--- src/rtl/rswu_pkg.sv ---
// Shared types and constants for the JPEG restart window splicer.
// Used by the control datapath, the position table and the top level.
package rswu_pkg;

  localparam int DefMaxIntervals = 1024;
  localparam int DefPositionBits = 40;

  localparam int IdxBits  = 12;   // window index, wraps at 4096
  localparam int SIdxBits = 13;   // window index plus window width
  localparam int CmpBits  = 18;   // wide enough to hold the table depth

  localparam logic [7:0] MarkerPrefix = 8'hFF;
  localparam logic [7:0] RstFirst     = 8'hD0;
  localparam logic [7:0] RstEnd       = 8'hD8;
  localparam logic [7:0] EoiCode      = 8'hD9;

  typedef enum logic [1:0] {
    ACT_LOAD  = 2'd0,
    ACT_BEGIN = 2'd1,
    ACT_BYTE  = 2'd2,
    ACT_EOF   = 2'd3
  } action_t;

  typedef enum logic [1:0] {
    ST_OK    = 2'd0,
    ST_RANGE = 2'd1,
    ST_EMPTY = 2'd2
  } status_t;

  typedef enum logic [1:0] {
    REG_INTERVAL_COUNT = 2'd0,
    REG_TOP_LEFT_INDEX = 2'd1,
    REG_WINDOW_WIDTH   = 2'd2,
    REG_ROW_STRIDE     = 2'd3
  } reg_index_t;

  typedef enum logic [3:0] {
    PH_HEADER = 4'b0001,
    PH_WINDOW = 4'b0010,
    PH_SKIP   = 4'b0100,
    PH_HALTED = 4'b1000
  } phase_t;

  typedef struct packed {
    logic [10:0] interval_count;
    logic [9:0]  top_left_index;
    logic [10:0] window_width;
    logic [10:0] row_stride;
  } cfg_t;

  typedef struct packed {
    status_t    status;
    logic       last;
    logic [7:0] data;
  } out_word_t;

endpackage

--- src/rtl/rswu_ctrl.sv ---
// Splicer control: per-byte window tracking, marker renumbering, table write
// and prefetch addressing, and the four-word output queue. Depends on rswu_pkg.
module rswu_ctrl #(
  parameter int MAX_INTERVALS = rswu_pkg::DefMaxIntervals,
  parameter int POSITION_BITS = rswu_pkg::DefPositionBits
) (
  input  logic                             clk,
  input  logic                             rst,
  input  rswu_pkg::cfg_t                   cfg,
  input  logic                             cfg_wr,
  input  logic                             in_valid,
  output logic                             in_ready,
  input  rswu_pkg::action_t                in_action,
  input  logic [9:0]                       in_entry_index,
  input  logic [39:0]                      in_entry_position,
  input  logic [7:0]                       in_data_byte,
  output logic                             out_valid,
  input  logic                             out_ready,
  output rswu_pkg::out_word_t              out_word,
  output logic                             tbl_we,
  output logic [$clog2(MAX_INTERVALS)-1:0] tbl_waddr,
  output logic [POSITION_BITS-1:0]         tbl_wdata,
  output logic [rswu_pkg::IdxBits-1:0]     rd_start_idx,
  output logic [rswu_pkg::SIdxBits-1:0]    rd_stop_idx,
  input  logic [POSITION_BITS-1:0]         start_data,
  input  logic [POSITION_BITS-1:0]         stop_data,
  input  logic [POSITION_BITS-1:0]         entry0
);

  localparam int AW = $clog2(MAX_INTERVALS);
  localparam int PB = POSITION_BITS;
  localparam logic [rswu_pkg::CmpBits-1:0] MaxL = rswu_pkg::CmpBits'(MAX_INTERVALS);

  // State registers
  logic [PB-1:0]                    byte_count, byte_count_next;
  logic [rswu_pkg::IdxBits-1:0]     window_index, window_index_next;
  logic [PB-1:0]                    window_start, window_start_next;
  logic [PB-1:0]                    window_stop, window_stop_next;
  logic                             stop_unbounded, stop_unbounded_next;
  rswu_pkg::phase_t                 phase, phase_next;
  logic [2:0]                       marker_number, marker_number_next;
  logic                             prev_was_ff, prev_was_ff_next;
  logic                             seen_any_byte, seen_any_byte_next;
  logic                             pf_ok;

  // Output queue
  rswu_pkg::out_word_t              q_mem [4];
  logic [1:0]                       q_rp, q_wp;
  logic [2:0]                       q_cnt;
  logic [1:0]                       n_push;
  rswu_pkg::out_word_t              w0, w1;
  logic                             pop;

  // Byte datapath
  logic                             acc;
  logic [rswu_pkg::IdxBits-1:0]     nidx;
  logic [rswu_pkg::SIdxBits-1:0]    sidx;
  logic                             nidx_ok, sidx_ok;
  logic                             hdr_pass, jump;
  rswu_pkg::phase_t                 ph;
  logic                             pff;
  logic                             is_rst;
  logic [PB+39:0]                   pos_ext;
  logic [AW+9:0]                    eidx_ext;

  assign acc = in_valid && in_ready;
  assign pop = out_valid && out_ready;

  assign nidx = window_index + {1'b0, cfg.row_stride};
  assign sidx = {1'b0, nidx} + {2'b0, cfg.window_width};
  assign nidx_ok = (nidx < {1'b0, cfg.interval_count}) &&
                   ({6'b0, nidx} < MaxL);
  assign sidx_ok = (sidx < {2'b0, cfg.interval_count}) &&
                   ({5'b0, sidx} < MaxL);

  assign is_rst = (in_data_byte >= rswu_pkg::RstFirst) && (in_data_byte < rswu_pkg::RstEnd);

  assign pos_ext   = {{PB{1'b0}}, in_entry_position};
  assign eidx_ext  = {{AW{1'b0}}, in_entry_index};
  assign tbl_we    = acc && (in_action == rswu_pkg::ACT_LOAD) &&
                     ({8'b0, in_entry_index} < MaxL);
  assign tbl_waddr = eidx_ext[AW-1:0];
  assign tbl_wdata = pos_ext[PB-1:0];

  // The table is read for the window that follows the next state, so the data
  // lines up with the register contents in the next cycle.
  assign rd_start_idx = window_index_next + {1'b0, cfg.row_stride};
  assign rd_stop_idx  = {1'b0, rd_start_idx} + {2'b0, cfg.window_width};

  always_comb begin
    byte_count_next     = byte_count;
    window_index_next   = window_index;
    window_start_next   = window_start;
    window_stop_next    = window_stop;
    stop_unbounded_next = stop_unbounded;
    phase_next          = phase;
    marker_number_next  = marker_number;
    prev_was_ff_next    = prev_was_ff;
    seen_any_byte_next  = seen_any_byte;
    n_push              = 2'd0;
    w0                  = '{status: rswu_pkg::ST_OK, last: 1'b1, data: in_data_byte};
    w1                  = '{status: rswu_pkg::ST_OK, last: 1'b1, data: rswu_pkg::EoiCode};
    hdr_pass            = 1'b0;
    jump                = 1'b0;
    ph                  = phase;
    pff                 = prev_was_ff;
    if (acc) begin
      case (in_action)
        rswu_pkg::ACT_BEGIN: begin
          byte_count_next    = '0;
          marker_number_next = '0;
          prev_was_ff_next   = 1'b0;
          seen_any_byte_next = 1'b0;
          window_index_next  = {2'b0, cfg.top_left_index} - {1'b0, cfg.row_stride};
          window_start_next  = '0;
          if (cfg.interval_count == '0) begin
            phase_next          = rswu_pkg::PH_WINDOW;
            stop_unbounded_next = 1'b1;
            window_stop_next    = '0;
          end else begin
            phase_next          = rswu_pkg::PH_HEADER;
            stop_unbounded_next = 1'b0;
            window_stop_next    = entry0;
          end
        end
        rswu_pkg::ACT_EOF: begin
          if (!seen_any_byte) begin
            n_push = 2'd1;
            w0     = '{status: rswu_pkg::ST_EMPTY, last: 1'b1, data: 8'h00};
          end else begin
            n_push = 2'd2;
            w0     = '{status: rswu_pkg::ST_OK, last: 1'b0, data: rswu_pkg::MarkerPrefix};
          end
        end
        rswu_pkg::ACT_BYTE: begin
          byte_count_next    = byte_count + PB'(1);
          seen_any_byte_next = 1'b1;
          if (phase != rswu_pkg::PH_HALTED) begin
            if (cfg.interval_count == '0) begin
              n_push = 2'd1;
            end else begin
              if (phase == rswu_pkg::PH_HEADER && byte_count < window_stop) begin
                hdr_pass = 1'b1;
                n_push   = 2'd1;
              end else if (phase == rswu_pkg::PH_HEADER ||
                           (phase == rswu_pkg::PH_WINDOW && !stop_unbounded &&
                            byte_count >= window_stop)) begin
                jump = 1'b1;
              end else if (phase == rswu_pkg::PH_SKIP && byte_count >= window_start) begin
                ph = rswu_pkg::PH_WINDOW;
              end
              if (jump) begin
                if (!nidx_ok) begin
                  ph     = rswu_pkg::PH_HALTED;
                  n_push = 2'd1;
                  w0     = '{status: rswu_pkg::ST_RANGE, last: 1'b1, data: 8'h00};
                end else begin
                  window_index_next = nidx;
                  window_start_next = start_data;
                  if (sidx_ok) begin
                    window_stop_next    = stop_data;
                    stop_unbounded_next = 1'b0;
                  end else begin
                    stop_unbounded_next = 1'b1;
                  end
                  pff = 1'b0;
                  ph  = (start_data > byte_count) ? rswu_pkg::PH_SKIP : rswu_pkg::PH_WINDOW;
                end
              end
              phase_next       = ph;
              prev_was_ff_next = pff;
              if (!hdr_pass && ph == rswu_pkg::PH_WINDOW) begin
                n_push = 2'd1;
                if (pff && is_rst) begin
                  w0.data            = {5'b11010, marker_number};
                  marker_number_next = marker_number + 3'd1;
                end
                prev_was_ff_next = (in_data_byte == rswu_pkg::MarkerPrefix);
              end
            end
          end
        end
        default: begin
          // Table loads touch only the position table.
        end
      endcase
    end
  end

  always_ff @(posedge clk) begin
    if (rst) begin
      byte_count     <= '0;
      window_index   <= '0;
      window_start   <= '0;
      window_stop    <= '0;
      stop_unbounded <= 1'b0;
      phase          <= rswu_pkg::PH_HEADER;
      marker_number  <= '0;
      prev_was_ff    <= 1'b0;
      seen_any_byte  <= 1'b0;
      pf_ok          <= 1'b0;
      q_rp           <= '0;
      q_wp           <= '0;
      q_cnt          <= '0;
    end else begin
      byte_count     <= byte_count_next;
      window_index   <= window_index_next;
      window_start   <= window_start_next;
      window_stop    <= window_stop_next;
      stop_unbounded <= stop_unbounded_next;
      phase          <= phase_next;
      marker_number  <= marker_number_next;
      prev_was_ff    <= prev_was_ff_next;
      seen_any_byte  <= seen_any_byte_next;
      // A register write changes the prefetch addresses; hold input until the
      // table has been read again.
      pf_ok          <= !cfg_wr;
      q_rp           <= q_rp + {1'b0, pop};
      q_wp           <= q_wp + n_push;
      q_cnt          <= q_cnt + {1'b0, n_push} - {2'b0, pop};
    end
  end

  always_ff @(posedge clk) begin
    if (n_push != 2'd0) begin
      q_mem[q_wp] <= w0;
    end
    if (n_push == 2'd2) begin
      q_mem[q_wp + 2'd1] <= w1;
    end
  end

  // Input is taken only while two entries are free, so one item can never overflow the queue.
  assign in_ready  = pf_ok && (q_cnt <= 3'd2);
  assign out_valid = (q_cnt != 3'd0);
  assign out_word  = q_mem[q_rp];

`ifndef SYNTH
  a_queue_bound: assert property (@(posedge clk) disable iff (rst) q_cnt <= 3'd4)
    else $error("output queue overflow");

  a_cfg_interlock: assert property (@(posedge clk) disable iff (rst) cfg_wr |=> !in_ready)
    else $error("input taken before table prefetch refreshed");

  a_range_halts: assert property (@(posedge clk) disable iff (rst)
    (acc && in_action == rswu_pkg::ACT_BYTE && n_push == 2'd1 &&
     w0.status == rswu_pkg::ST_RANGE) |=> phase == rswu_pkg::PH_HALTED)
    else $error("range error without halt");

  a_halted_silent: assert property (@(posedge clk) disable iff (rst)
    (acc && in_action == rswu_pkg::ACT_BYTE && phase == rswu_pkg::PH_HALTED)
    |-> n_push == 2'd0)
    else $error("word produced while halted");
`endif

endmodule

--- config.mk ---
export PLATFORM = sky130hd
export DESIGN_NAME = rswu_ctrl
export DESIGN_NICKNAME = d
export VERILOG_FILES = /design/src/rtl/rswu_pkg.sv /design/src/rtl/rswu_ctrl.sv
export SDC_FILE = /design/constraint.sdc
export NUM_CORES = 1
export LEC_CHECK = 0
export BUFFER_PORTS_ARGS = -buffer_cell sky130_fd_sc_hd__buf_4
export CAP_MARGIN = 10
export CORE_ASPECT_RATIO = 1.75
export CORE_MARGIN = 2
export CORE_UTILIZATION = 25
export DETAILED_ROUTE_END_ITERATION = 8
export SLEW_MARGIN = 20
export SYNTH_ARGS = -nofsm -noshare
export SYNTH_HDL_FRONTEND = slang
export SYNTH_SLANG_ARGS = --single-unit
--- constraint.sdc ---
create_clock -name clk -period 19 [get_ports clk]
set_input_delay 1.9 -clock clk [delete_from_list [all_inputs] [get_ports clk]]
set_output_delay 1.9 -clock clk [all_outputs]
set_load 0.02 [all_outputs]
# Word level (Yosys, flattened, before mapping)
# Memories as Yosys holds them, arrays and structs flattened. A register that Yosys moved wholly into a read port is not among the register bits.
# Cells that the tools add are included.
# totals
input_bits,228
regBits,150
wordCells,171
ramBits,44
mem_count,1
out_inout_bits,89
# memory_table
name,depth,width,rd,rd_clocked_by_memory_dff,wr,line,text
q_mem,4,11,1,1,2,rswu_ctrl.sv:47,rswu_pkg::out_word_t q_mem [4];
# classes
reduce_logical,27
order_cmp,11
n_eq_ne,17
n_mux,90
add_sub_neg,12
# ops
cell,n
$mux W40,10
$pmux W40 S2,3
$ge A40 B40 Y1,2
$mux W12,5
$mux W4,11
$add A40 B1 Y40 const B,1
$gt A40 B40 Y1,1
$lt A40 B40 Y1,1
$mux W10,4
$mux W1,31
$add A12 B11 Y13,2
$add A12 B11 Y12,2
$pmux W12 S2,1
$mux W11,2
$pmux W11 S2,1
$mux W2,9
$mux W8,2
$mux W3,5
$ne A2 B2 Y1 const B,7
$logic_and A1 B1 Y1,13
$lt A13 B11 Y1,1
$lt A13 B11 Y1 const B,1
$lt A12 B11 Y1,1
$lt A12 B11 Y1 const B,1
other kinds (31),40

# Longest topological paths before layout
# logic_depth
depth_word,25
ltp_mapped,36
mapped_depth_nobuf,36

# Worst setup path after synthesis
# OpenSTA, ideal clock, no wires.
# synth_path
path_type,input-to-output
startpoint,input cfg[0] in the netlist's numbering
endpoint,output rd_stop_idx[11] in the netlist's numbering
slack_ps,8991
stages,33
n_path_buf,1
required_ps,17100
t_arrival_ps,8109
path_cell_list,ha_1 -> inv_1 -> fa_1 -> nor2b_1 -> o31a_1 -> o21a_1 -> nor2_1 -> xnor2_1 -> ha_1 -> a21oi_1 -> a21oi_1 -> a211oi_1 -> a21oi_1 -> a2111oi_4 -> o211ai_4 -> a21o_1 -> clkbuf_1 -> a221o_1 -> ha_1 -> nor2b_1 -> o21ai_0 -> a21boi_0 -> o21ai_0 -> nand2b_1 -> a21o_1 -> a21oi_1 -> xnor2_1 -> ha_1 -> nand2_1 -> o21ai_0 -> nor4_1 -> nor3_1 -> xor2_1
# synth_via
elab_chain_len,11
elab_cells_between_ends,13
classes_between,4 x add/sub; 2 x order compare; 6 x mux; 1 x reduce/logical
# synth_lines
element,line,text
"start, declared",rswu_ctrl.sv:9,"input rswu_pkg::cfg_t cfg,"
$add A12 B11 Y12,rswu_ctrl.sv:69,"assign nidx = window_index + {1'b0, cfg.row_stride};"
"$lt A12 B11 Y1, on equally long branches","rswu_ctrl.sv:71, rswu_ctrl.sv:72",
$logic_and A1 B1 Y1,rswu_ctrl.sv:71,"assign nidx_ok = (nidx < {1'b0, cfg.interval_count}) &&"
$mux W12,rswu_ctrl.sv:153,if (!nidx_ok) begin
$mux W12,rswu_ctrl.sv:152,if (jump) begin
$mux W12,rswu_ctrl.sv:139,if (cfg.interval_count == '0) begin
$mux W12,rswu_ctrl.sv:138,if (phase != rswu_pkg::PH_HALTED) begin
$pmux W12 S2 (*),rswu_ctrl.sv:108,case (in_action)
$mux W12 (*),rswu_ctrl.sv:107,if (acc) begin
"via window_index_next, one bit",rswu_ctrl.sv:36,"logic [rswu_pkg::IdxBits-1:0] window_index, window_index_next;"
$add A12 B11 Y12 (*),rswu_ctrl.sv:87,"assign rd_start_idx = window_index_next + {1'b0, cfg.row_stride};"
"via rd_start_idx, one bit",rswu_ctrl.sv:23,"output logic [rswu_pkg::IdxBits-1:0] rd_start_idx,"
$add A12 B11 Y13 (*),rswu_ctrl.sv:88,"assign rd_stop_idx = {1'b0, rd_start_idx} + {2'b0, cfg.window_width};"
"end, declared",rswu_ctrl.sv:24,"output logic [rswu_pkg::SIdxBits-1:0] rd_stop_idx,"
# The timed path passes the listed nets; every way through them passes the cells marked *.

# Final worst setup path
# layout_path
startpoint,input cfg[0] in the netlist's numbering
endpoint,output rd_stop_idx[11] in the netlist's numbering
# layout_via
elab_chain_len,11
elab_cells_between_ends,13
classes_between,4 x add/sub; 2 x order compare; 6 x mux; 1 x reduce/logical
# layout_lines
element,line
$add A12 B11 Y12,rswu_ctrl.sv:69
"$lt A12 B11 Y1, on equally long branches","rswu_ctrl.sv:71, rswu_ctrl.sv:72"
$logic_and A1 B1 Y1,rswu_ctrl.sv:71
$mux W12,rswu_ctrl.sv:153
$mux W12,rswu_ctrl.sv:152
$mux W12,rswu_ctrl.sv:139
$mux W12,rswu_ctrl.sv:138
$pmux W12 S2 (*),rswu_ctrl.sv:108
$mux W12 (*),rswu_ctrl.sv:107
"via window_index_next, one bit",rswu_ctrl.sv:36
$add A12 B11 Y12 (*),rswu_ctrl.sv:87
$add A12 B11 Y13 (*),rswu_ctrl.sv:88
# Marks and branches as above.

==> results.yml <==
status:
  run_status: "completed"
place:
  place.port_buffers: 216
  post_dp_cell_area_um2: 17180
  gp_congestion: 0.8848
  dp_hpwl_um: 42030
  dpl_worst_slack_ps: 7918
yosys:
  syn_inst: 1910
  yosys.area_share.adder: 0.1770
  ys.flop_type: "dfxtp_1"
  synthTopCellsByArea: "dfxtp_1 26%, ha_1 17%, nor2_1 6.4%"
  synth_top_cell_by_area: "dfxtp_1"
  seq_area_frac_synth: 0.2560
  yosysTopAreaCellShare: 0.2560
  synthArstFlopShare: 0
  synth-simple-area-share: 0.1942
  synth_area_um2: 15170
  syn_avg_cell_area_um2: 7.942
  ys.warnings.count: 0
  synth_fp_nets: 2349
  ys_types: 82
  synth_xor_area_frac: 0.03291
  synth.mux.area_fraction: 0.03877
  synth_compound_area_frac: 0.2112
  synth_top_family_by_area: "compound AO/OA/AOI/OAI gates"
  ys_seq_elements: 194
  synth-edff-count: 0
worst_setup_path:
  cp_data_arrival_time_ps: 9240
  endpoint_kind: "output pin"
  max_stage_delay_ps: 510
  cp_slowest_cell: "a2111oi_4"
  worstSetupStartpointType: "input port"
  worstPathMaxFanout: 48
  worstSetupPathType: "in -> out"
  crit_buf_inv: 4
  required_ps: 17100
  crit_family: "compound AO/OA/AOI/OAI gates"
global_route:
  grt_pass1_vias: 14270
  antenna_found_initial: 0
  grt_usage: 0.1637
  grt_max_degree: 89
  overflow: 0
  grt_pass1_wl_um: 79260
power:
  leakagePower_nw: 7.426
  finalPower_w: 0.001259
  ir_worst_vdd_v: 0.00004668
  powerDensity_nw_per_um2: 70.46
layout:
  drive_gt1_frac: 0.1471
  nFillCells: 6472
  final_area_um2: 17870
  mostFrequentLayoutCells: "258 x nor2_1, 226 x buf_4, 204 x ha_1"
  area_growth_pct: 17.80
  diodes: 0
  nNetsFinal: 2475
  final_common_cell: "nor2_1"
cts:
  numCtsBuffers: 25
  cts_root_buf: "clkbuf_16"
  clk_pin_slew_ps: 60
  clockBufferDepth: 3
  cts_resized: 0
  clock_latency_ps: 530
  cts_tree: "built"
  cts.sinks: 194
  cts_hold_buf: 0
  cts_max_level: 4
  cts_setup_buffers: 0
timing:
  tns_ps: 0
  relSlewSlack: 0.3099
  report.final.slew_viol_count: 0
  period_needed_ps: 11140
  post-route-period-util: 0.5865
  finalSetupViolCount: 0
  fin_ws_ps: 7856
  finalHoldViolations: 0
  skew_ps: 22.89
  rsz0062_at_grt: "false"
  fmax_ghz: 0.08973
  worst_slew_pin_slew_ps: 1035
routing:
  vias: 14110
  post_drt_wl_per_cell_um: 18.42
  first_pass_iters: 5
  drtIter0Drc: 691
  via_per_inst: 4.994
  final_antenna_net_count: 0
  post-route-drc-count: 0
  wl_um: 52070
floorplanning:
  rows: 119
  die_w_um: 190.2
  die_height_um: 329.9
  start_util: 0.2522
  coreArea_um2: 60150
  ioPinCount: 317
  die_area_um2: 62740
hold_path:
  hold_class: "reg -> reg"
job:
  cap_violations: 0
[sequential cells by signal, summed over array words and instances (netlist names)]
name,count
window_start,40
pf_ok,1
window_stop,40
byte_count,40
marker_number,3
seen_any_byte,1
q_mem,44
phase,4
stop_unbounded,1
q_rp,2
q_wp,2
q_cnt,3
prev_was_ff,1
window_index,12
[Yosys cell counts (30+ instances only)]
master    number
nor2_1       259
dfxtp_1      194
a21oi_1      147
inv_1        178
nor3_1        30
xnor2_1       48
a211oi_1      60
nand2_1      130
buf_4         55
nand3_1       49
a22oi_1       45
mux2i_1       34
o21ai_0       61
clkbuf_1      59
a21o_1        36
nand4_1       36
ha_1         205
[worst reg2reg max path, cell delays in order (launching register included)]
cell and delay, ps:
dfxtp_1 400, ha_1 190, inv_1 50, fa_1 400, nor2b_1 190, o31a_1 260, o21a_1 140, nor2_1 40
xnor2_1 280, ha_1 320, a21oi_1 150, a21oi_1 90, a211oi_1 200, a21oi_1 150, a2111oi_4 510, o21ai_1 230
o21a_1 400, o31ai_4 400, nor2_1 110, ha_1 280, inv_1 60, ha_1 140, inv_1 50, fa_1 370
xnor2_1 170, xnor2_1 140, nor2_1 50
[where the power goes]
| part | internal [W] | leakage (nW) | total, W | switching (W) |
|---|---|---|---|---|
| sequential | 0.000431 | 1.57 | 0.000453 | 0.0000215 |
| clock | 0.000253 | 0.334 | 0.000426 | 0.000173 |
| combinational | 0.000170 | 5.52 | 0.000380 | 0.000210 |
| total | 0.000854 | 7.43 | 0.00126 | 0.000405 |
[final timing paths]
kind | startpoint | end | slack [ps] | depth (start not counted)
max | cfg[0] | rd_stop_idx[11] | 7860 | 35
min | q_mem[0][8] | q_mem[0][8] | 470 | 2
max reg2reg | window_index[0] | q_cnt[2] | 13080 | 26
min reg2reg | q_mem[0][8] | q_mem[0][8] | 470 | 2
[cells by family after synthesis]
group                    after synthesis
AO/OA/AOI/OAI                        469
XOR/XNOR                              57
adder cells (fa/ha/maj)              211
buffers and inverters                306
flip-flops                           194
multiplexers                          45
AND/OR/NAND/NOR                      628
[cell type report]
type / instances / area [µm²] / area share
clock buffer: 30 / 654.4 / 0.03662
clock inverter: 1 / 30.03 / 0.001681
inverter: 179 / 671.9 / 0.03760
multi-input combinational: 1410 / 9948 / 0.5568
sequential: 194 / 3884 / 0.2174
tap: 786 / 983.4 / 0.05504
timing repair buffer: 226 / 1697 / 0.09495
[per-stage QoR]
step | util | hold WS [ps] | std cells
6_report | 0.2971 | 469.3 | 2826
5_1_grt | 0.2971 | 496.7 | 2826
4_1_cts | 0.2970 | 473.5 | 2826
3_5_place_dp | 0.2856 | 458.1 | 2795
3_3_place_gp | 0.2856 | 448.6 | 2795
2_1_floorplan | - | 434.7 | 1910
[layer usage]
layer / up-vias / track usage / wire length (µm) / part of all wire
met3: 104 / 0.02582 / 2093 / 0.040
li1: 6984 / - / - / -
met2: 335 / 0.3117 / 27670 / 0.53
met5: - / 0 / 0 / 0
met4: 0 / 0.08729 / 2448 / 0.047
met1: 6689 / 0.1702 / 19850 / 0.38
No activity file was read; power rests on OpenSTA's default activity.
